File: src/dts_pkg.sv
// ----------------------------------------------------------------------------
// Diffusive time step limit: shared definitions
// Default number format and the codes of the configuration registers.
// ----------------------------------------------------------------------------
package dts_pkg;

  parameter int unsigned FRAC_BITS_DEF   = 28;
  parameter int unsigned VALUE_WIDTH_DEF = 32;

  localparam int unsigned CFG_IDX_W = 1;

  localparam logic [CFG_IDX_W-1:0] REG_KIN_VISC = 1'b0;
  localparam logic [CFG_IDX_W-1:0] REG_DIM_MODE = 1'b1;

  localparam int unsigned  DIM_W  = 2;
  localparam logic [1:0]   DIM_2D = 2'd2;
  localparam logic [1:0]   DIM_3D = 2'd3;

endpackage

File: src/dts_cell_if.sv
// ----------------------------------------------------------------------------
// Diffusive time step limit: cell channel
// Carries one grid cell per beat: mesh widths, eddy viscosity and start flag.
// ----------------------------------------------------------------------------
interface dts_cell_if #(
  parameter int unsigned VALUE_WIDTH = dts_pkg::VALUE_WIDTH_DEF
);
  logic                   valid;
  logic                   ready;
  logic [VALUE_WIDTH-1:0] width_x;
  logic [VALUE_WIDTH-1:0] width_y;
  logic [VALUE_WIDTH-1:0] width_z;
  logic [VALUE_WIDTH-1:0] eddy_viscosity;
  logic                   start_sweep;

  modport source (
    output valid, width_x, width_y, width_z, eddy_viscosity, start_sweep,
    input  ready
  );

  modport sink (
    input  valid, width_x, width_y, width_z, eddy_viscosity, start_sweep,
    output ready
  );
endinterface

// ----------------------------------------------------------------------------
// Diffusive time step limit: step channel
// Carries one result per beat: the cell limit and the running minimum.
// ----------------------------------------------------------------------------
interface dts_step_if #(
  parameter int unsigned VALUE_WIDTH = dts_pkg::VALUE_WIDTH_DEF
);
  logic                   valid;
  logic                   ready;
  logic [VALUE_WIDTH-1:0] cell_step;
  logic [VALUE_WIDTH-1:0] min_step;

  modport source (
    output valid, cell_step, min_step,
    input  ready
  );

  modport sink (
    input  valid, cell_step, min_step,
    output ready
  );
endinterface

File: src/diffusive_time_step_min_core.sv
// ----------------------------------------------------------------------------
// Diffusive time step limit with running minimum
// Computes the diffusive stability limit of one grid cell per beat on a single
// shared multiplier and a radix-2 divider, and folds it into a running minimum.
// ----------------------------------------------------------------------------
// Usage:
// A cell beat on cell_i carries the widths dx, dy, dz and the eddy viscosity.
// Each cell gives exactly one beat on step_o with the cell limit and the
// running minimum after that cell; a set start flag reloads the minimum with
// one before the cell is folded in.
// The cell is worked through as a list of terms, each a product formed in
// two passes of a VALUE_WIDTH by half-width multiplier followed by a restoring
// division of one quotient bit per cycle; the division is skipped when the
// quotient saturates. A 2D cell has four terms and a 3D cell seven.
// cell_i is ready only while no cell is in work. The next cell can be accepted
// in the cycle after the result is loaded, so a new cell is never taken before
// the last one has its result.
// A finished result waits in the output register while the next cell is
// accepted; if the receiver stalls, the following result waits in the finish
// state until the register frees.
// Reset clears both channels, sets the kinematic viscosity to zero, the
// dimension mode to 2D and the running minimum to one.
// ----------------------------------------------------------------------------
module diffusive_time_step_min_core #(
  parameter int unsigned FRAC_BITS   = dts_pkg::FRAC_BITS_DEF,
  parameter int unsigned VALUE_WIDTH = dts_pkg::VALUE_WIDTH_DEF
) (
  input  logic                          clk_i,
  input  logic                          rst_ni,
  input  logic                          cfg_we_i,
  input  logic [dts_pkg::CFG_IDX_W-1:0] cfg_idx_i,
  input  logic [VALUE_WIDTH-1:0]        cfg_data_i,
  dts_cell_if.sink                      cell_i,
  dts_step_if.source                    step_o
);
  import dts_pkg::*;

  localparam int unsigned W    = VALUE_WIDTH;
  localparam int unsigned H    = (W + 1) / 2;
  localparam int unsigned DW   = 2 * W + 1;
  localparam int unsigned SE   = 3 * FRAC_BITS - W;
  localparam int unsigned RW   = ((DW > SE + 1) ? DW : SE + 1) + 1;
  localparam int unsigned CNTW = $clog2(W);

  localparam logic [W-1:0]    MAXV     = '1;
  localparam logic [W-1:0]    ONE_VAL  = (FRAC_BITS < W) ? (W'(1) << FRAC_BITS) : MAXV;
  localparam logic [RW-1:0]   SAT_LIM  = RW'(1) << SE;
  localparam logic [CNTW-1:0] CNT_LAST = CNTW'(W - 1);

  localparam logic [2:0] TERM_XX = 3'd0;
  localparam logic [2:0] TERM_YY = 3'd1;
  localparam logic [2:0] TERM_ZZ = 3'd2;
  localparam logic [2:0] TERM_XY = 3'd3;
  localparam logic [2:0] TERM_XZ = 3'd4;
  localparam logic [2:0] TERM_YZ = 3'd5;

  typedef enum logic [6:0] {
    ST_IDLE   = 7'b0000001,
    ST_MUL_LO = 7'b0000010,
    ST_MUL_HI = 7'b0000100,
    ST_CHECK  = 7'b0001000,
    ST_DIV    = 7'b0010000,
    ST_ACC    = 7'b0100000,
    ST_FINISH = 7'b1000000
  } state_e;

  state_e          state_q, state_d;
  logic [W-1:0]    kin_visc_q, kin_visc_d;
  logic [1:0]      dim_q, dim_d;
  logic [W-1:0]    min_q, min_d;
  logic            out_valid_q, out_valid_d;
  logic [W-1:0]    cell_q, cell_d;

  logic [2:0]      term_q, term_d;
  logic            final_q, final_d;
  logic            start_q, start_d;
  logic [W-1:0]    wx_q, wx_d, wy_q, wy_d, wz_q, wz_d;
  logic [W-1:0]    visc_q, visc_d;
  logic [W-1:0]    fac_q, fac_d;
  logic [W-1:0]    mul_a_q, mul_a_d, mul_b_q, mul_b_d;
  logic [DW-1:0]   d_q, d_d;
  logic [RW-1:0]   rem_q, rem_d;
  logic [W-1:0]    quo_q, quo_d;
  logic [CNTW-1:0] cnt_q, cnt_d;

  logic            three_d;
  logic [H-1:0]    mul_b_part;
  logic [W+H-1:0]  prod;
  logic [DW-1:0]   prod_sum;
  logic [RW-1:0]   rem_sh;
  logic            rem_ge;
  logic [W:0]      visc_sum;
  logic [W:0]      fac_sum;
  logic [W-1:0]    fac_new;
  logic [W-1:0]    min_base;
  logic            last_term;
  logic [2:0]      next_term;
  logic [W-1:0]    op_a, op_b;

  assign three_d = (dim_q == DIM_3D);

  assign mul_b_part = (state_q == ST_MUL_LO) ? mul_b_q[H-1:0] : H'(mul_b_q[W-1:H]);
  assign prod       = (W+H)'(mul_a_q) * (W+H)'(mul_b_part);
  assign prod_sum   = d_q + (DW'(prod) << H);

  assign rem_sh = {rem_q[RW-2:0], 1'b0};
  assign rem_ge = (rem_sh >= RW'(d_q));

  assign visc_sum = {1'b0, kin_visc_q} + {1'b0, cell_i.eddy_viscosity};
  assign fac_sum  = {1'b0, fac_q} + {1'b0, quo_q};
  assign fac_new  = fac_sum[W] ? MAXV : fac_sum[W-1:0];
  assign min_base = start_q ? ONE_VAL : min_q;

  always_comb begin
    last_term = 1'b0;
    next_term = term_q;
    if (three_d) begin
      if (term_q == TERM_YZ) begin
        last_term = 1'b1;
      end else begin
        next_term = term_q + 3'd1;
      end
    end else begin
      case (term_q)
        TERM_XX: next_term = TERM_YY;
        TERM_YY: next_term = TERM_XY;
        default: last_term = 1'b1;
      endcase
    end
  end

  always_comb begin
    case (next_term)
      TERM_YY: begin
        op_a = wy_q;
        op_b = wy_q;
      end
      TERM_ZZ: begin
        op_a = wz_q;
        op_b = wz_q;
      end
      TERM_XY: begin
        op_a = wx_q;
        op_b = wy_q;
      end
      TERM_XZ: begin
        op_a = wx_q;
        op_b = wz_q;
      end
      TERM_YZ: begin
        op_a = wy_q;
        op_b = wz_q;
      end
      default: begin
        op_a = wx_q;
        op_b = wx_q;
      end
    endcase
  end

  always_comb begin
    state_d     = state_q;
    kin_visc_d  = kin_visc_q;
    dim_d       = dim_q;
    min_d       = min_q;
    out_valid_d = out_valid_q && !step_o.ready;
    cell_d      = cell_q;
    term_d      = term_q;
    final_d     = final_q;
    start_d     = start_q;
    wx_d        = wx_q;
    wy_d        = wy_q;
    wz_d        = wz_q;
    visc_d      = visc_q;
    fac_d       = fac_q;
    mul_a_d     = mul_a_q;
    mul_b_d     = mul_b_q;
    d_d         = d_q;
    rem_d       = rem_q;
    quo_d       = quo_q;
    cnt_d       = cnt_q;

    if (cfg_we_i) begin
      case (cfg_idx_i)
        REG_KIN_VISC: kin_visc_d = cfg_data_i;
        REG_DIM_MODE: dim_d      = cfg_data_i[DIM_W-1:0];
        default:      ;
      endcase
    end

    case (state_q)
      ST_IDLE: begin
        if (cell_i.valid) begin
          wx_d    = cell_i.width_x;
          wy_d    = cell_i.width_y;
          wz_d    = cell_i.width_z;
          start_d = cell_i.start_sweep;
          visc_d  = visc_sum[W] ? MAXV : visc_sum[W-1:0];
          fac_d   = '0;
          term_d  = TERM_XX;
          final_d = 1'b0;
          mul_a_d = cell_i.width_x;
          mul_b_d = cell_i.width_x;
          state_d = ST_MUL_LO;
        end
      end
      ST_MUL_LO: begin
        d_d     = DW'(prod);
        state_d = ST_MUL_HI;
      end
      ST_MUL_HI: begin
        d_d     = final_q ? (prod_sum << 1) : prod_sum;
        state_d = ST_CHECK;
      end
      ST_CHECK: begin
        if (RW'(d_q) <= SAT_LIM) begin
          quo_d   = MAXV;
          state_d = ST_ACC;
        end else begin
          rem_d   = SAT_LIM;
          quo_d   = '0;
          cnt_d   = CNT_LAST;
          state_d = ST_DIV;
        end
      end
      ST_DIV: begin
        rem_d = rem_ge ? (rem_sh - RW'(d_q)) : rem_sh;
        quo_d = {quo_q[W-2:0], rem_ge};
        cnt_d = cnt_q - CNTW'(1);
        if (cnt_q == '0) begin
          state_d = ST_ACC;
        end
      end
      ST_ACC: begin
        if (final_q) begin
          state_d = ST_FINISH;
        end else begin
          fac_d   = fac_new;
          term_d  = next_term;
          state_d = ST_MUL_LO;
          if (last_term) begin
            final_d = 1'b1;
            mul_a_d = visc_q;
            mul_b_d = fac_new;
          end else begin
            mul_a_d = op_a;
            mul_b_d = op_b;
          end
        end
      end
      ST_FINISH: begin
        if (!out_valid_q || step_o.ready) begin
          cell_d      = quo_q;
          min_d       = (quo_q < min_base) ? quo_q : min_base;
          out_valid_d = 1'b1;
          state_d     = ST_IDLE;
        end
      end
      default: begin
        state_d = ST_IDLE;
      end
    endcase
  end

  always_ff @(posedge clk_i or negedge rst_ni) begin
    if (!rst_ni) begin
      state_q     <= ST_IDLE;
      kin_visc_q  <= '0;
      dim_q       <= DIM_2D;
      min_q       <= ONE_VAL;
      out_valid_q <= 1'b0;
    end else begin
      state_q     <= state_d;
      kin_visc_q  <= kin_visc_d;
      dim_q       <= dim_d;
      min_q       <= min_d;
      out_valid_q <= out_valid_d;
    end
  end

  always_ff @(posedge clk_i) begin
    cell_q  <= cell_d;
    term_q  <= term_d;
    final_q <= final_d;
    start_q <= start_d;
    wx_q    <= wx_d;
    wy_q    <= wy_d;
    wz_q    <= wz_d;
    visc_q  <= visc_d;
    fac_q   <= fac_d;
    mul_a_q <= mul_a_d;
    mul_b_q <= mul_b_d;
    d_q     <= d_d;
    rem_q   <= rem_d;
    quo_q   <= quo_d;
    cnt_q   <= cnt_d;
  end

  assign cell_i.ready     = (state_q == ST_IDLE);
  assign step_o.valid     = out_valid_q;
  assign step_o.cell_step = cell_q;
  assign step_o.min_step  = min_q;

endmodule
File: src/flat_wrapper.sv
// flat-port wrapper written by rule: the top's interface ports become plain ports
module diffusive_time_step_min_core_flat import dts_pkg::*;
#(
  parameter int unsigned FRAC_BITS   = dts_pkg::FRAC_BITS_DEF,
  parameter int unsigned VALUE_WIDTH = dts_pkg::VALUE_WIDTH_DEF
)
  (clk_i, rst_ni, cfg_we_i, cfg_idx_i, cfg_data_i, cell_i_valid, cell_i_width_x, cell_i_width_y, cell_i_width_z, cell_i_eddy_viscosity, cell_i_start_sweep, cell_i_ready, step_o_valid, step_o_cell_step, step_o_min_step, step_o_ready);
  dts_cell_if #(.VALUE_WIDTH(VALUE_WIDTH)) cell_i_i ();
  dts_step_if #(.VALUE_WIDTH(VALUE_WIDTH)) step_o_i ();
  input  logic clk_i;
  input  logic rst_ni;
  input  logic cfg_we_i;
  input  logic [dts_pkg::CFG_IDX_W-1:0] cfg_idx_i;
  input  logic [VALUE_WIDTH-1:0] cfg_data_i;
  input wire logic [$bits(cell_i_i.valid)-1:0] cell_i_valid;
  input wire logic [$bits(cell_i_i.width_x)-1:0] cell_i_width_x;
  input wire logic [$bits(cell_i_i.width_y)-1:0] cell_i_width_y;
  input wire logic [$bits(cell_i_i.width_z)-1:0] cell_i_width_z;
  input wire logic [$bits(cell_i_i.eddy_viscosity)-1:0] cell_i_eddy_viscosity;
  input wire logic [$bits(cell_i_i.start_sweep)-1:0] cell_i_start_sweep;
  output wire logic [$bits(cell_i_i.ready)-1:0] cell_i_ready;
  output wire logic [$bits(step_o_i.valid)-1:0] step_o_valid;
  output wire logic [$bits(step_o_i.cell_step)-1:0] step_o_cell_step;
  output wire logic [$bits(step_o_i.min_step)-1:0] step_o_min_step;
  input wire logic [$bits(step_o_i.ready)-1:0] step_o_ready;
  assign cell_i_i.valid = cell_i_valid;
  assign cell_i_i.width_x = cell_i_width_x;
  assign cell_i_i.width_y = cell_i_width_y;
  assign cell_i_i.width_z = cell_i_width_z;
  assign cell_i_i.eddy_viscosity = cell_i_eddy_viscosity;
  assign cell_i_i.start_sweep = cell_i_start_sweep;
  assign cell_i_ready = cell_i_i.ready;
  assign step_o_valid = step_o_i.valid;
  assign step_o_cell_step = step_o_i.cell_step;
  assign step_o_min_step = step_o_i.min_step;
  assign step_o_i.ready = step_o_ready;
  diffusive_time_step_min_core #(.FRAC_BITS(FRAC_BITS), .VALUE_WIDTH(VALUE_WIDTH)) u_core (.clk_i(clk_i), .rst_ni(rst_ni), .cfg_we_i(cfg_we_i), .cfg_idx_i(cfg_idx_i), .cfg_data_i(cfg_data_i), .cell_i(cell_i_i), .step_o(step_o_i));
endmodule
File: config.mk
export PLATFORM = sky130hd
export DESIGN_NAME = diffusive_time_step_min_core_flat
export DESIGN_NICKNAME = d
export VERILOG_FILES = /design/src/dts_pkg.sv /design/src/dts_cell_if.sv /design/src/diffusive_time_step_min_core.sv /design/src/flat_wrapper.sv
export SDC_FILE = /design/constraint.sdc
export NUM_CORES = 2
export LEC_CHECK = 0
export ABC_CLOCK_PERIOD_IN_PS = 10800
export BUFFER_PORTS_ARGS = -buffer_cell sky130_fd_sc_hd__buf_2
export CAP_MARGIN = 15
export CORE_MARGIN = 8
export CORE_UTILIZATION = 30
export DETAILED_ROUTE_END_ITERATION = 6
export PLACE_DENSITY_LB_ADDON = 0.05
export SKIP_CTS_REPAIR_TIMING = 1
export SLEW_MARGIN = 20
export SYNTH_ARGS = -nofsm -noshare
export SYNTH_HDL_FRONTEND = slang
export SYNTH_SLANG_ARGS = --single-unit
export TNS_END_PERCENT = 30
File: constraint.sdc
create_clock -name clk_i -period 10.8 [get_ports clk_i]
set_clock_uncertainty 0.15 [all_clocks]
set_input_delay 1.08 -clock clk_i [delete_from_list [all_inputs] [get_ports clk_i]]
set_output_delay 1.08 -clock clk_i [all_outputs]
set_load 0.01 [all_outputs]
# Word-level counts from Yosys, hierarchy flattened
# Cells that the tools add are included.
[classes] addsub=6 n_mul=1 n_div=0 magnitude_cmp=3 eq_ne=20 shift=0 mux=46 bitwise=1 n_reduce_logical=21
[op_table] op="case mux 32 bit (2 select lines)" n=6
[op_table] op="2-to-1 mux 32 bit" n=11
[op_table] op="case mux 65 bit (2 select lines)" n=2
[op_table] op="2-to-1 mux 65 bit" n=3
[op_table] op="adder 32 x 32 -> 33 bit" n=2
[op_table] op="greater-or-equal comparator 66 x 65 -> 1 bit" n=1
[op_table] op="adder 65 x 64 -> 65 bit" n=1
[op_table] op="<= comparator 65 x 53 -> 1 bit (second input constant)" n=1
[op_table] op="subtractor 65 bit" n=1
[op_table] op="case mux 7 bit (7 select lines)" n=1
[op_table] op="multiplier 32 x 16 -> 48 bit" n=1
[op_table] op="< comparator 32 bit" n=1
[op_table] op="2-to-1 mux 7 bit" n=4
[op_table] op="2-to-1 mux 16 bit" n=1
[op_table] op="2-to-1 mux 3 bit" n=4
[op_table] op="case mux 3 bit (2 select lines)" n=2
[op_table] op="AND reduction 2 bit" n=6
[op_table] op="case mux 5 bit (2 select lines)" n=1
[op_table] op="equality test 3 bit (second input constant)" n=3
[op_table] op="2-to-1 mux 1 bit" n=8
[op_table] op="equality test 7 x 1 -> 1 bit (second input constant)" n=1
[op_table] op="equality test 7 x 2 -> 1 bit (second input constant)" n=1
[op_table] op="equality test 7 x 3 -> 1 bit (second input constant)" n=1
[op_table] op="equality test 7 x 4 -> 1 bit (second input constant)" n=1
[op_table] op="23 further kinds" n=34
[word_totals] regBits=502 latch_bits=0 ramBits=0 rom_bits=0 inputBits=167 out_inout_bits=66 memories=0

# Logic depth before layout (Yosys ltp)
[logic_depth] depth_word=9 ltp_mapped=43 mapped_depth_nobuf=40

# Least setup slack after synthesis
# No wires, ideal clock.
[synth_timing] kind="register to register" start="reg u_core.state_q[6]" end="reg u_core.d_q[57] (data pin)" t_arrival_ns=9.378 path_slack_ns=1.006 stages_incl_launch_ff=41 path_buffers=3 cell_sequence="dfrtp_1 > nor3_1 > nand4b_1 > clkinv_1 > clkbuf_1 > nand2_1 > nand2_1 > clkbuf_1 > nand2_1 > fa_1 > inv_1 > fa_1 > fa_1 > fa_1 > fa_1 > inv_1 > fa_1 > inv_1 > [5 not listed] > a21oi_1 > a311o_1 > a21oi_1 > nand2b_1 > xor2_1 > ha_1 > clkbuf_1 > a21oi_1 > nand2b_1 > o2111ai_1 > nand2_1 > or3_1 > a41o_1 > a2111oi_0 > a21oi_1 > xnor2_1 > o21a_1 > nor2_1"
[synth_via] elab_chain_cells=6 word_cells_on_any_way=7 classes_between="1 x add/sub; 1 x mul; 2 x eq/ne; 3 x mux"
[synth_lines] item="from (decl)" line="diffusive_time_step_min_core.sv:67" text="state_e state_q, state_d;"
[synth_lines] item="from (signal assigned)" line="diffusive_time_step_min_core.sv:273" text="state_q <= state_d;"
[synth_lines] item="equality test 7 x 2 -> 1 bit" line="diffusive_time_step_min_core.sv:102, diffusive_time_step_min_core.sv:191"
[synth_lines] item="2-to-1 mux 16 bit" line="diffusive_time_step_min_core.sv:102" text="assign mul_b_part = (state_q == ST_MUL_LO) ? mul_b_q[H-1:0] : H'(mul_b_q[W-1:H]);"
[synth_lines] item="multiplier 32 x 16 -> 48 bit" line="diffusive_time_step_min_core.sv:103" text="assign prod = (W+H)'(mul_a_q) * (W+H)'(mul_b_part);"
[synth_lines] item="adder 65 x 64 -> 65 bit" line="diffusive_time_step_min_core.sv:104" text="assign prod_sum = d_q + (DW'(prod) << H);"
[synth_lines] item="2-to-1 mux 65 bit" line="diffusive_time_step_min_core.sv:212" text="d_d = final_q ? (prod_sum << 1) : prod_sum;"
[synth_lines] item="case mux 65 bit (2 select lines) (*)" line="diffusive_time_step_min_core.sv:191" text="case (state_q)"
[synth_lines] item="to (signal assigned)" line="diffusive_time_step_min_core.sv:293" text="d_q <= d_d;"
[synth_lines] item="to (decl)" line="diffusive_time_step_min_core.sv:81" text="logic [DW-1:0] d_q, d_d;"
# Every way passes the cells marked *; elsewhere a longest branch is shown, timed or not.
# A chain may end at the register's enable or synchronous reset.

# Worst setup path in the final report
[layout_timing] start="reg u_core.state_q[0]" end="reg u_core.d_q[62] (data pin)"
# The elaborated chain is that of the path after synthesis.

==> results_dict.tcl <==
set metrics [dict create \
    io_buffers 232 \
    synth_edf_count 428 \
    dpl.hpwl_um 129000 \
    vias 36700 \
    rsz0062_at_grt "no" \
    syn_avg_cell_area_um2 9.45 \
    vias_per_cell 5.00 \
    finalHoldViolCount 0 \
    post-place-ws_ns 0.0579 \
    slew_headroom 0.291 \
    core_region_area_um2 158000 \
    drc 0 \
    drt_iter0_markers 2070 \
    clockRootBuffer "clkbuf_16" \
    end_kind "flip-flop" \
    track_usage 0.187 \
    setup_viol 0 \
    cp_top_family "adder cells" \
    clock_latency_ns 0.67 \
    fin_cells 7351 \
    antenna_found_initial 6 \
    synth.net_count 5969 \
    cp.arrival_ns 10.61 \
    cts_buffers 69 \
    layout-drive-gt1-share 0.110 \
    dr.pass1.iters 5 \
    gp_congestion 0.831 \
    met2_usage 0.320 \
    synth-main-ff-cell "edfxtp_1" \
    grt_util_met3 0.0252 \
    async_reset_ff_frac 0.147 \
    wl_per_cell_um 22.4 \
    grt_pass1_vias 38800 \
    cp_common_cell "fa_1" \
    start_util 0.302 \
    die_area_um2 172000 \
    yosysTopAreaCellShare 0.270 \
    worst_slew_pin_slew_ns 1.06 \
    grt_max_degree 88 \
    path_buf_inv 10 \
    synth_warnings 0 \
    ys_ff_latch 502 \
    wirelength_um 165000 \
    path_class "reg2reg" \
    busiest_layer "met2" \
    mostFrequentLayoutCell "nand2_1" \
    die_x_um 415 \
    clk_pin_slew_ns 0.06 \
    finalCritPeriodShare 0.949 \
    cts_sinks 502 \
    tns_ns 0 \
    grt_pass1_wl_um 249000 \
    fin_hold_ws_ns 0.169 \
    max_stage_delay_ns 0.61 \
    n_fill_cell 16400 \
    clock.fmax_mhz 97.5 \
    regArea_um2 14700 \
    period_minus_slack_ns 10.25 \
    nets 6144 \
    timing.critical_path.slowest_stage_cell "xnor2_1" \
    io_pins 233 \
    setup_ws_ns 0.548 \
    outcome "finished, final reports clean" \
    ys_seq_area_frac 0.309 \
    yosys.area.top_type "edfxtp_1" \
    cts_max_level 3 \
    grt.overflow.total 0 \
    dp_cells 7219 \
    ys_top_cells_by_area "edfxtp_1, fa_1, ha_1" \
    ant_nets 0 \
    syn_to_final_growth_pct 12.9 \
    clockBufferDepth 3 \
    synthCells 5045 \
    die_h_um 415 \
    cp.required_ns 11.16 \
    startpoint_type "flip-flop" \
    use_met1 0.251 \
    rows 146 \
    min_path_type "in2async" \
    synth_cell_types 102 \
    final_cell_mix "nand2_1, inv_1, edfxtp_1" \
    drv_slew 0 \
    multi_input_area_um2 29900 \
    maxCapViolations 0 \
    tritoncts "built" \
    crit_path_max_fanout 20 \
    syn_area_um2 47700 \
]
-- sequential cells by signal, indices dropped and copies added (netlist names), 2 cells and up --
name and flops:
u_core.mul_b_q 32, u_core.quo_q 32, u_core.step_o.cell_step 32, u_core.mul_a_q 32, u_core.state_q 7, u_core.wx_q 32
u_core.rem_q 65, u_core.step_o.min_step 32, u_core.visc_q 32, u_core.kin_visc_q 32, u_core.cnt_q 5, u_core.fac_q 32
u_core.dim_q 2, u_core.wy_q 32, u_core.wz_q 32, u_core.d_q 65, u_core.term_q 3
-- per-layer routing --
layer	part of all wire	up-vias
met2	0.48	674
met4	0.020	2
met5	0.000061	-
li1	-	17500
met1	0.46	18400
met3	0.038	136
-- logic make-up after synthesis --
kind of cell,count (synthesis),share of synthesized area
flops,502,0.309
mux,104,0.0229
compound gates,1051,0.145
buf+inv,834,0.0671
xor+xnor,197,0.0362
simple gates,1600,0.155
fa+ha+maj,757,0.265
-- cell usage after synthesis, types with 123 or more instances --
cell	count
ha_1	335
xnor2_1	123
nand2_1	756
fa_1	422
a21o_1	156
o21ai_0	224
and2_1	193
edfxtp_1	428
inv_1	590
a21oi_1	272
nor2_1	279
clkbuf_1	208
-- path summary, 6_finish.rpt --
path,start,to,slack (ns),cells past startpoint
max,u_core.state_q[0],u_core.d_q[62],0.55,42
min,rst_ni,u_core.kin_visc_q[17],0.17,1
max reg2reg,u_core.state_q[0],u_core.d_q[62],0.55,42
min reg2reg,u_core.kin_visc_q[31],u_core.kin_visc_q[31],0.36,1
max in group asynchronous,rst_ni,u_core.state_q[5],9.16,2
min in group clk_i,u_core.kin_visc_q[31],u_core.kin_visc_q[31],0.36,1
-- metrics by stage --
| stage | util | area [um2] |
|---|---|---|
| 3_5_place_dp | 0.326 | 51400 |
| 4_1_cts | 0.340 | 53700 |
| 5_1_grt | 0.340 | 53800 |
| 2_1_floorplan | - | 47700 |
| 3_3_place_gp | 0.326 | 51400 |
| 6_report | 0.340 | 53800 |
-- cell type report --
type	instances	area share
antenna	2	0.0000930
sequential	502	0.273
timing repair buffer	346	0.0395
clock inverter	42	0.00740
multi-input combinational	3709	0.556
clock buffer	86	0.0344
inverter	592	0.0414
tap	2072	0.0482
Power is left out: the tool's default activity adds up to more than one toggle a clock period on the data nets, which glitch-free logic cannot reach.
